File: config.mk
export PLATFORM = sky130hd
export DESIGN_NAME = multi_led_blink_controller
export DESIGN_NICKNAME = d
export VERILOG_FILES = /design/src/mlbc_pkg.sv /design/src/mlbc_cell.sv /design/src/multi_led_blink_controller.sv
export VERILOG_INCLUDE_DIRS = /design/src /design/src/src
export SDC_FILE = /design/constraint.sdc
export NUM_CORES = 2
export LEC_CHECK = 0
export BUFFER_PORTS_ARGS = -buffer_cell sky130_fd_sc_hd__buf_4
export CORE_ASPECT_RATIO = 1.5
export CORE_MARGIN = 2
export CORE_UTILIZATION = 40
export CTS_CLUSTER_DIAMETER = 150
export DETAILED_ROUTE_END_ITERATION = 10
export SLEW_MARGIN = 20
export SYNTH_ARGS = -nofsm -noshare
export SYNTH_HDL_FRONTEND = slang
export SYNTH_HIERARCHICAL = 1
export SYNTH_SLANG_ARGS = --single-unit
File: constraint.sdc
create_clock -name clk -period 5.76 [get_ports clk]
set_input_delay 0.576 -clock clk [delete_from_list [all_inputs] [get_ports clk]]
set_output_delay 0.576 -clock clk [all_outputs]
set_load 0.02 [all_outputs]
File: src/multi_led_blink_controller_assert.svh
// Assertion macros for the LED blink controller.
// The bodies expand to concurrent assertions clocked on clk and disabled in reset.
`ifndef MULTI_LED_BLINK_CONTROLLER_ASSERT_SVH
`define MULTI_LED_BLINK_CONTROLLER_ASSERT_SVH
`ifndef SYNTHESIS
`define MLBC_ASSERT_IMP(lbl, ante, cons, msg) \
    lbl: assert property (@(posedge clk) disable iff (!rst_n) (ante) |-> (cons)) \
        else $error(msg);
`define MLBC_ASSERT_NXT(lbl, ante, cons, msg) \
    lbl: assert property (@(posedge clk) disable iff (!rst_n) (ante) |=> (cons)) \
        else $error(msg);
`else
`define MLBC_ASSERT_IMP(lbl, ante, cons, msg)
`define MLBC_ASSERT_NXT(lbl, ante, cons, msg)
`endif
`endif

File: src/mlbc_pkg.sv
package mlbc_pkg;

    // Channel count and the number of channels that the 3-bit index can reach.
    localparam int LED_CHANNELS = 8;
    localparam int SCAN_CH      = (LED_CHANNELS < 8) ? LED_CHANNELS : 8;
    localparam int LED_W        = 3;

    // Stream widths, padded to whole bytes.
    localparam int IN_TDATA_W   = 80;
    localparam int OUT_TDATA_W  = 16;

    // Operation codes carried in s_tuser.
    localparam logic [1:0] OP_TICK       = 2'd0;
    localparam logic [1:0] OP_SET_MODE   = 2'd1;
    localparam logic [1:0] OP_SET_STEADY = 2'd2;

    // Channel modes.
    localparam logic [1:0] MODE_OFF   = 2'd0;
    localparam logic [1:0] MODE_ON    = 2'd1;
    localparam logic [1:0] MODE_BLINK = 2'd2;

    // Inverted drive levels.
    localparam logic [7:0] LEVEL_DARK = 8'hFF;
    localparam logic [7:0] LEVEL_LIT  = 8'h00;

    typedef logic [LED_W-1:0] led_t;

    // One input item as held during its scan.
    typedef struct packed {
        logic [1:0]  op;
        led_t        target_led;
        logic [1:0]  mode;
        logic [7:0]  duty;
        logic [15:0] on_ms;
        logic [15:0] off_ms;
        logic [31:0] now_ms;
        logic        driver_ready;
    } item_t;

    // Write request handed along the cell row.
    typedef struct packed {
        logic       emit;
        led_t       led;
        logic [7:0] level;
    } res_t;

endpackage

File: src/mlbc_cell.sv
module mlbc_cell (
    input  logic            clk,
    input  logic            rst_n,
    input  mlbc_pkg::led_t  cell_idx,
    input  logic            shift,
    input  logic            tok_in,
    output logic            tok_out,
    input  mlbc_pkg::item_t item,
    input  mlbc_pkg::res_t  res_in,
    output mlbc_pkg::res_t  res_out
);
    import mlbc_pkg::*;

    logic        tok_reg;
    logic [1:0]  mode_reg,   mode_next;
    logic [7:0]  duty_reg,   duty_next;
    logic [15:0] on_reg,     on_next;
    logic [15:0] off_reg,    off_next;
    logic [31:0] stamp_reg,  stamp_next;
    logic        lit_reg,    lit_next;
    logic        pend_reg,   pend_next;

    logic        commit;
    logic        match;
    logic        tick;
    logic [15:0] on_eff;
    logic [15:0] off_eff;
    logic [15:0] interval;
    logic [31:0] elapsed;
    res_t        own_res;

    assign commit = tok_reg && shift;
    assign match  = (item.target_led == cell_idx);
    assign tick   = (item.op == OP_TICK) && item.driver_ready;

    // Blink interval of the current phase; a zero time counts as one.
    assign on_eff   = (on_reg == 16'd0) ? 16'd1 : on_reg;
    assign off_eff  = (off_reg == 16'd0) ? 16'd1 : off_reg;
    assign interval = lit_reg ? on_eff : off_eff;
    assign elapsed  = item.now_ms - stamp_reg;

    // Channel update and write request for the item passing through.
    always_comb
    begin
        mode_next   = mode_reg;
        duty_next   = duty_reg;
        on_next     = on_reg;
        off_next    = off_reg;
        stamp_next  = stamp_reg;
        lit_next    = lit_reg;
        pend_next   = pend_reg;
        own_res     = '0;
        own_res.led = cell_idx;
        priority if (tick)
        begin
            unique case (mode_reg)
                MODE_OFF:
                begin
                    own_res.emit  = 1'b1;
                    own_res.level = LEVEL_DARK;
                    stamp_next    = item.now_ms;
                    lit_next      = 1'b0;
                end
                MODE_ON:
                begin
                    own_res.emit  = 1'b1;
                    own_res.level = LEVEL_DARK - duty_reg;
                    stamp_next    = item.now_ms;
                    lit_next      = 1'b1;
                end
                MODE_BLINK:
                begin
                    if (pend_reg)
                    begin
                        lit_next      = 1'b1;
                        pend_next     = 1'b0;
                        stamp_next    = item.now_ms;
                        own_res.emit  = 1'b1;
                        own_res.level = LEVEL_LIT;
                    end
                    else if (elapsed >= {16'd0, interval})
                    begin
                        lit_next      = !lit_reg;
                        stamp_next    = item.now_ms;
                        own_res.emit  = 1'b1;
                        own_res.level = lit_reg ? LEVEL_DARK : LEVEL_LIT;
                    end
                end
                default:
                begin
                    own_res.emit = 1'b0;
                end
            endcase
        end
        else if ((item.op == OP_SET_MODE) && match)
        begin
            if (item.mode == MODE_BLINK)
            begin
                mode_next = MODE_BLINK;
                on_next   = item.on_ms;
                off_next  = item.off_ms;
                duty_next = LEVEL_DARK;
                pend_next = 1'b1;
            end
            else if ((item.mode == MODE_OFF) || (item.mode == MODE_ON))
            begin
                mode_next  = item.mode;
                on_next    = 16'd0;
                off_next   = 16'd0;
                stamp_next = item.now_ms;
                duty_next  = (item.mode == MODE_ON) ? LEVEL_DARK : 8'd0;
                pend_next  = 1'b0;
            end
        end
        else if ((item.op == OP_SET_STEADY) && match)
        begin
            mode_next     = (item.duty == 8'd0) ? MODE_OFF : MODE_ON;
            duty_next     = item.duty;
            on_next       = 16'd0;
            off_next      = 16'd0;
            stamp_next    = item.now_ms;
            pend_next     = 1'b0;
            own_res.emit  = item.driver_ready;
            own_res.level = LEVEL_DARK - item.duty;
        end
        else
        begin
            own_res.emit = 1'b0;
        end
    end

    // The active cell places its request on the chain, others pass it on.
    assign res_out = tok_reg ? own_res : res_in;
    assign tok_out = tok_reg;

    // Token shift and channel state.
    always_ff @(posedge clk or negedge rst_n)
    begin
        if (!rst_n)
        begin
            tok_reg   <= 1'b0;
            mode_reg  <= MODE_OFF;
            duty_reg  <= 8'd0;
            on_reg    <= 16'd0;
            off_reg   <= 16'd0;
            stamp_reg <= 32'd0;
            lit_reg   <= 1'b0;
            pend_reg  <= 1'b0;
        end
        else
        begin
            if (shift)
            begin
                tok_reg <= tok_in;
            end
            if (commit)
            begin
                mode_reg  <= mode_next;
                duty_reg  <= duty_next;
                on_reg    <= on_next;
                off_reg   <= off_next;
                stamp_reg <= stamp_next;
                lit_reg   <= lit_next;
                pend_reg  <= pend_next;
            end
        end
    end

endmodule

File: src/multi_led_blink_controller.sv
// Each item passes a token down a row of channel cells, one cell per cycle while the output
// is free, then releases its final write before the next item can be accepted.
// A write waits in a one-deep buffer until the next write of its item or the scan end.
// Output stalls hold the token.
// rst_n clears all channel state to off and empties the token row and buffers.
`include "multi_led_blink_controller_assert.svh"

module multi_led_blink_controller (
    input  logic                             clk,
    input  logic                             rst_n,
    input  logic                             s_tvalid,
    output logic                             s_tready,
    // target_led[2:0], mode[4:3], duty[12:5], on_ms[28:13], off_ms[44:29],
    // now_ms[76:45], driver_ready[77], zero pad[79:78]
    input  logic [mlbc_pkg::IN_TDATA_W-1:0]  s_tdata,
    // op[1:0]
    input  logic [1:0]                       s_tuser,
    output logic                             m_tvalid,
    input  logic                             m_tready,
    // driven_led[2:0], drive_level[10:3], zero pad[15:11]
    output logic [mlbc_pkg::OUT_TDATA_W-1:0] m_tdata,
    // last_write
    output logic                             m_tlast
);
    import mlbc_pkg::*;

    item_t        item_reg;
    logic         busy_reg;
    logic         flush_reg;
    logic         held_valid_reg;
    led_t         held_led_reg;
    logic [7:0]   held_level_reg;
    logic         m_tvalid_reg;
    led_t         m_led_reg;
    logic [7:0]   m_level_reg;
    logic         m_tlast_reg;

    logic               start;
    logic               out_ok;
    logic               adv;
    logic               shift;
    logic               scan_end;
    logic [SCAN_CH-1:0] tok_vec;
    logic [SCAN_CH:0]   tok_chain;
    res_t               res_chain [SCAN_CH+1];
    res_t               res_cur;

    // Handshake control.
    assign s_tready = !busy_reg;
    assign start    = s_tvalid && s_tready;
    assign out_ok   = !m_tvalid_reg || m_tready;
    assign adv      = busy_reg && !flush_reg && out_ok;
    assign shift    = start || adv;
    assign scan_end = adv && tok_vec[SCAN_CH-1];

    // Row of channel cells.
    assign tok_chain[0] = start;
    assign res_chain[0] = '0;

    for (genvar g = 0; g < SCAN_CH; g++)
    begin : g_cell
        mlbc_cell u_cell (
            .clk      (clk),
            .rst_n    (rst_n),
            .cell_idx (LED_W'(g)),
            .shift    (shift),
            .tok_in   (tok_chain[g]),
            .tok_out  (tok_chain[g+1]),
            .item     (item_reg),
            .res_in   (res_chain[g]),
            .res_out  (res_chain[g+1])
        );
        assign tok_vec[g] = tok_chain[g+1];
    end

    assign res_cur = res_chain[SCAN_CH];

    // Item capture.
    always_ff @(posedge clk)
    begin
        if (start)
        begin
            item_reg.op           <= s_tuser;
            item_reg.target_led   <= s_tdata[2:0];
            item_reg.mode         <= s_tdata[4:3];
            item_reg.duty         <= s_tdata[12:5];
            item_reg.on_ms        <= s_tdata[28:13];
            item_reg.off_ms       <= s_tdata[44:29];
            item_reg.now_ms       <= s_tdata[76:45];
            item_reg.driver_ready <= s_tdata[77];
        end
    end

    // Sequencing, write buffer and output register. A write is held back by one
    // step so that the last one of an item can be marked when the scan ends.
    always_ff @(posedge clk or negedge rst_n)
    begin
        if (!rst_n)
        begin
            busy_reg       <= 1'b0;
            flush_reg      <= 1'b0;
            held_valid_reg <= 1'b0;
            m_tvalid_reg   <= 1'b0;
            m_tlast_reg    <= 1'b0;
            held_led_reg   <= '0;
            held_level_reg <= '0;
            m_led_reg      <= '0;
            m_level_reg    <= '0;
        end
        else
        begin
            if (m_tready)
            begin
                m_tvalid_reg <= 1'b0;
            end
            if (start)
            begin
                busy_reg <= 1'b1;
            end
            if (adv)
            begin
                if (res_cur.emit)
                begin
                    if (held_valid_reg)
                    begin
                        m_tvalid_reg <= 1'b1;
                        m_led_reg    <= held_led_reg;
                        m_level_reg  <= held_level_reg;
                        m_tlast_reg  <= 1'b0;
                    end
                    held_valid_reg <= 1'b1;
                    held_led_reg   <= res_cur.led;
                    held_level_reg <= res_cur.level;
                end
                if (scan_end)
                begin
                    flush_reg <= 1'b1;
                end
            end
            if (flush_reg && out_ok)
            begin
                if (held_valid_reg)
                begin
                    m_tvalid_reg <= 1'b1;
                    m_led_reg    <= held_led_reg;
                    m_level_reg  <= held_level_reg;
                    m_tlast_reg  <= 1'b1;
                end
                held_valid_reg <= 1'b0;
                flush_reg      <= 1'b0;
                busy_reg       <= 1'b0;
            end
        end
    end

    assign m_tvalid = m_tvalid_reg;
    assign m_tdata  = {5'd0, m_level_reg, m_led_reg};
    assign m_tlast  = m_tlast_reg;

    // Checks on the scan sequencing.
    `MLBC_ASSERT_IMP(a_tok_single, 1'b1, $onehot0(tok_vec), "more than one cell holds the token")
    `MLBC_ASSERT_IMP(a_idle_empty, !busy_reg, (tok_vec == '0) && !held_valid_reg, "idle with work left")
    `MLBC_ASSERT_IMP(a_flush_no_tok, flush_reg, tok_vec == '0, "token present while flushing")
    `MLBC_ASSERT_NXT(a_flush_ends, flush_reg && out_ok, !busy_reg && !held_valid_reg, "flush did not end item")

endmodule

==> metrics.md <==
| Metric | Value |
|---|---|
| RSZ-0062 raised after global routing | `true` |
| Fraction of layout cells with a size suffix above 1 | `0.2076` |
| Area leader, netlist | `dfrtp_1` |
| First-pass GRT wire length | `311600 µm` |
| Worst Setup Path Type | `flip-flop to flip-flop` |
| Wire per inst | `24.23 µm` |
| FF+latch count, synth | `723` |
| CTS buffer count | `78` |
| Area growth syn-to-layout | `21.96%` |
| Chip Width | `303.6 µm` |
| P_int | `17500 µW` |
| Final HPWL DP | `157900 µm` |
| Relative slew slack | `0.1437` |
| Register area | `0.01849 mm²` |
| Tot Pwr | `30340 µW` |
| Final Hold Viols | `0` |
| TNS Setup | `-15.56 ns` |
| Share of power burned in registers | `0.235` |
| Failing checks | `setup timing` |
| Max IR drop VDD | `0.3580 mV` |
| Fillers | `12748` |
| Worst hold slack | `0.04424 ns` |
| Bufs on Longest Clock Path | `3` |
| Data arrival, critical path | `7.07 ns` |
| Status | `complete, but fails checks` |
| Routed Antenna Nets | `0` |
| Core Region | `0.1334 mm²` |
| Max-slew violation count | `0` |
| Worst-path fanout max | `5` |
| Setup WS post-layout | `-0.7269 ns` |
| Pwr dens | `461.8 mW/mm²` |
| Syn Inst Count | `5975` |
| Multi-input gate area | `0.03349 mm²` |
| GRT Total Usage | `0.2949` |
| Clock sink count | `723` |
| Final period utilization | `1.126` |
| Vias/cell | `5.938` |
| Nets@finish | `7280` |
| Drt first pass iters | `6` |
| GRT overflow | `0` |
| Final min period | `6.487 ns` |
| Switching power | `12840 µW` |
| Count of cell types in the netlist | `105` |
| Top FF cell, synth | `dfrtp_1` |
| FFs w/ async S/R, synth | `0.8893` |
| Setup Skew | `0.03492 ns` |
| Top cells by area, synth | `dfrtp_1 30%, ha_1 10%, edfxtp_1 4.5%` |
| Hold Path Class | `input port to flip-flop` |
| Critical path launch point type | `flip-flop` |
| Post-Syn Area | `0.05387 mm²` |
| F_max | `154.2 MHz` |
| Logic pwr share | `0.588` |
| I/O pins | `105` |
| Clk_lat worst skew | `0.71 ns` |
| Initial antenna violation count | `6` |
| Root Driver | `clkbuf_16` |
| Setup Viol. Count Final | `25` |
| Total Die Area | `0.1377 mm²` |
| Final wirelength | `207300 µm` |
| CTS tree | `built` |
| Slew @ Worst Pin | `1.285 ns` |
| Clk slew on worst S/H paths | `0.07 ns` |
| Sw frac | `0.4233` |
| Clock power frac | `0.177` |
| Max reg flops | `256` |
| Pleak | `0.02975 µW` |
| Cell with the most instances after synthesis | `dfrtp_1` |
| Via Count | `50796` |
| Post-synth EDFFs | `80` |
| Avg Inst Size Synth | `9.016 µm²` |
| Share of the synthesized area in the top cell type | `0.2987` |
| Initial Util | `0.4039` |
| DRT iter0 DRCs | `3778` |
| Synth cell count leaders | `643 x dfrtp_1, 512 x nand2_1, 459 x a21oi_1, 448 x ha_1, 368 x inv_1` |
| Row cnt | `164` |
| CP required | `6.35 ns` |
| Max-cap violation count | `0` |
| Vias in the first global route | `51347` |
| Pre-CTS setup slack | `-0.9412 ns` |
| Port bufs | `97` |
| Final GP Congestion | `0.9968` |
| DRC errors left | `0` |
| Worst Setup End Kind | `flip-flop` |
| DIE HEIGHT | `453.5 µm` |
| CP max-delay cell | `edfxtp_1` |
| Register area share after synthesis | `0.3433` |
| Largest net degree at the start of global routing | `148` |
| Worst stage delay on the critical path | `0.43 ns` |
| H-tree depth | `3` |
| Warnings, synthesis | `6` |
-- worst paths after layout --
kind	startpoint	endpoint	slack, ns	cells after the start
worst min register to register	g_cell[2].u_cell/duty_reg[4]$_DFFE_PN0P_	g_cell[2].u_cell/duty_reg[4]$_DFFE_PN0P_	0.47	2
worst min-delay path	s_tdata[24]	item_reg[60]$_DFFE_PP_	0.04	1
worst max register to register	item_reg[1]$_DFFE_PP_	m_level_reg[0]$_DFF_PN0_	-0.73	36
worst max-delay path	item_reg[1]$_DFFE_PP_	m_level_reg[0]$_DFF_PN0_	-0.73	36
min in group asynchronous	rst_n	g_cell[7].u_cell/stamp_reg[23]$_DFFE_PN0P_	0.45	2
max in group asynchronous	rst_n	g_cell[1].u_cell/stamp_reg[25]$_DFFE_PN0P_	3.95	3
-- cell usage in the layout, fill, tap and decap left out, types with 21 or more instances in the layout --
master       n
a211oi_1    41
a21o_1      71
a21oi_1    437
a21oi_2     27
a22o_1     260
a31oi_1    160
and2_1      41
and3_1      21
buf_12      30
buf_4      861
clkbuf_16   82
conb_1      65
dfrtp_1    643
edfxtp_1    80
ha_1       440
inv_1      364
mux2_2      77
mux2_4      98
mux2i_1    139
nand2_1    512
nand2b_1   101
nand3_1     99
nand4_1    102
nor2_1     340
nor2b_1     28
nor3_1      92
nor4_1      82
o211ai_1    60
o21a_1      63
o21ai_0    315
o21ai_1    154
o21bai_1    28
o22a_1      49
o22ai_1     35
o31ai_1     38
or3_1       47
or4_1       26
xnor2_1    109
xor2_1      66
-- layout make-up --
class                           instances  area share
Timing Repair Buffer                  921      0.1135
Inverter                              371     0.02123
Multi-Input combinational cell       4643      0.5097
Clock inverter                         40    0.006875
Tap cell                             1743     0.03319
Clock buffer                          104     0.03367
Sequential cell                       723      0.2815
Antenna cell                            9   0.0003428
-- power by group through the flow --
stage / registers [µW] / logic, µW / clock network (µW)
3_5_place_dp: 7180 / 17000 / 0
5_1_grt: 7230 / 19600 / 5680
2_1_floorplan: 6870 / 11000 / 0
4_1_cts: 7110 / 17500 / 5490
3_3_place_gp: 7160 / 16700 / 0
6_report: 7140 / 17800 / 5380
-- through the flow --
step	area, µm²	util	std cells
finish	65700	0.4926	8554
global route	65690	0.4925	8549
CTS	65290	0.4895	8536
detailed placement	62050	0.4652	8365
global placement	62020	0.4650	8364
floorplan	54180	-	6038
-- cells by family (layout without fill, tap and decap cells) --
family / Yosys count / after routing / synth area share
DFF: 723 / 723 / 0.3433
muxes: 324 / 324 / 0.07126
and+or+nand+nor: 1612 / 1612 / 0.1476
AOI/OAI and AO/OA: 2008 / 2008 / 0.2491
buffers and inverters: 672 / 1436 / 0.05263
adders and majority gates: 456 / 456 / 0.1070
xor gates and xnor gates: 178 / 178 / 0.02894
other: 2 / 74 / 0.0001394
-- metal layers --
metal / wire, µm / track usage / vias up
met1: 77850 / 0.3244 / 25015
met5: 15 / 0 / -
li1: - / - / 23657
met2: 101200 / 0.5204 / 1537
met4: 17840 / 0.2218 / 2
met3: 10400 / 0.03834 / 585
-- critical path, delay by kind of cell (launching register included) --
family	cells	cell delay, ns
compound gates	14	2.48
simple gates	13	1.72
fa+ha+maj	3	0.85
flops	1	0.43
buf+inv	4	0.39
mux	1	0.30
xor+xnor	1	0.13
-- what timing repair did --
| action | in CTS | in global routing |
|---|---|---|
| setup endpoints to repair | 25 | 125 |
| hold buffers | 10 | 0 |
| buffers inserted | 18 | 7 |
| pin swaps | 34 | 35 |
| gates resized for setup | 65 | 54 |
| cloned | 1 | 3 |
| hold endpoints to repair | 75 | 0 |
Power figures use the tool's default switching activity.
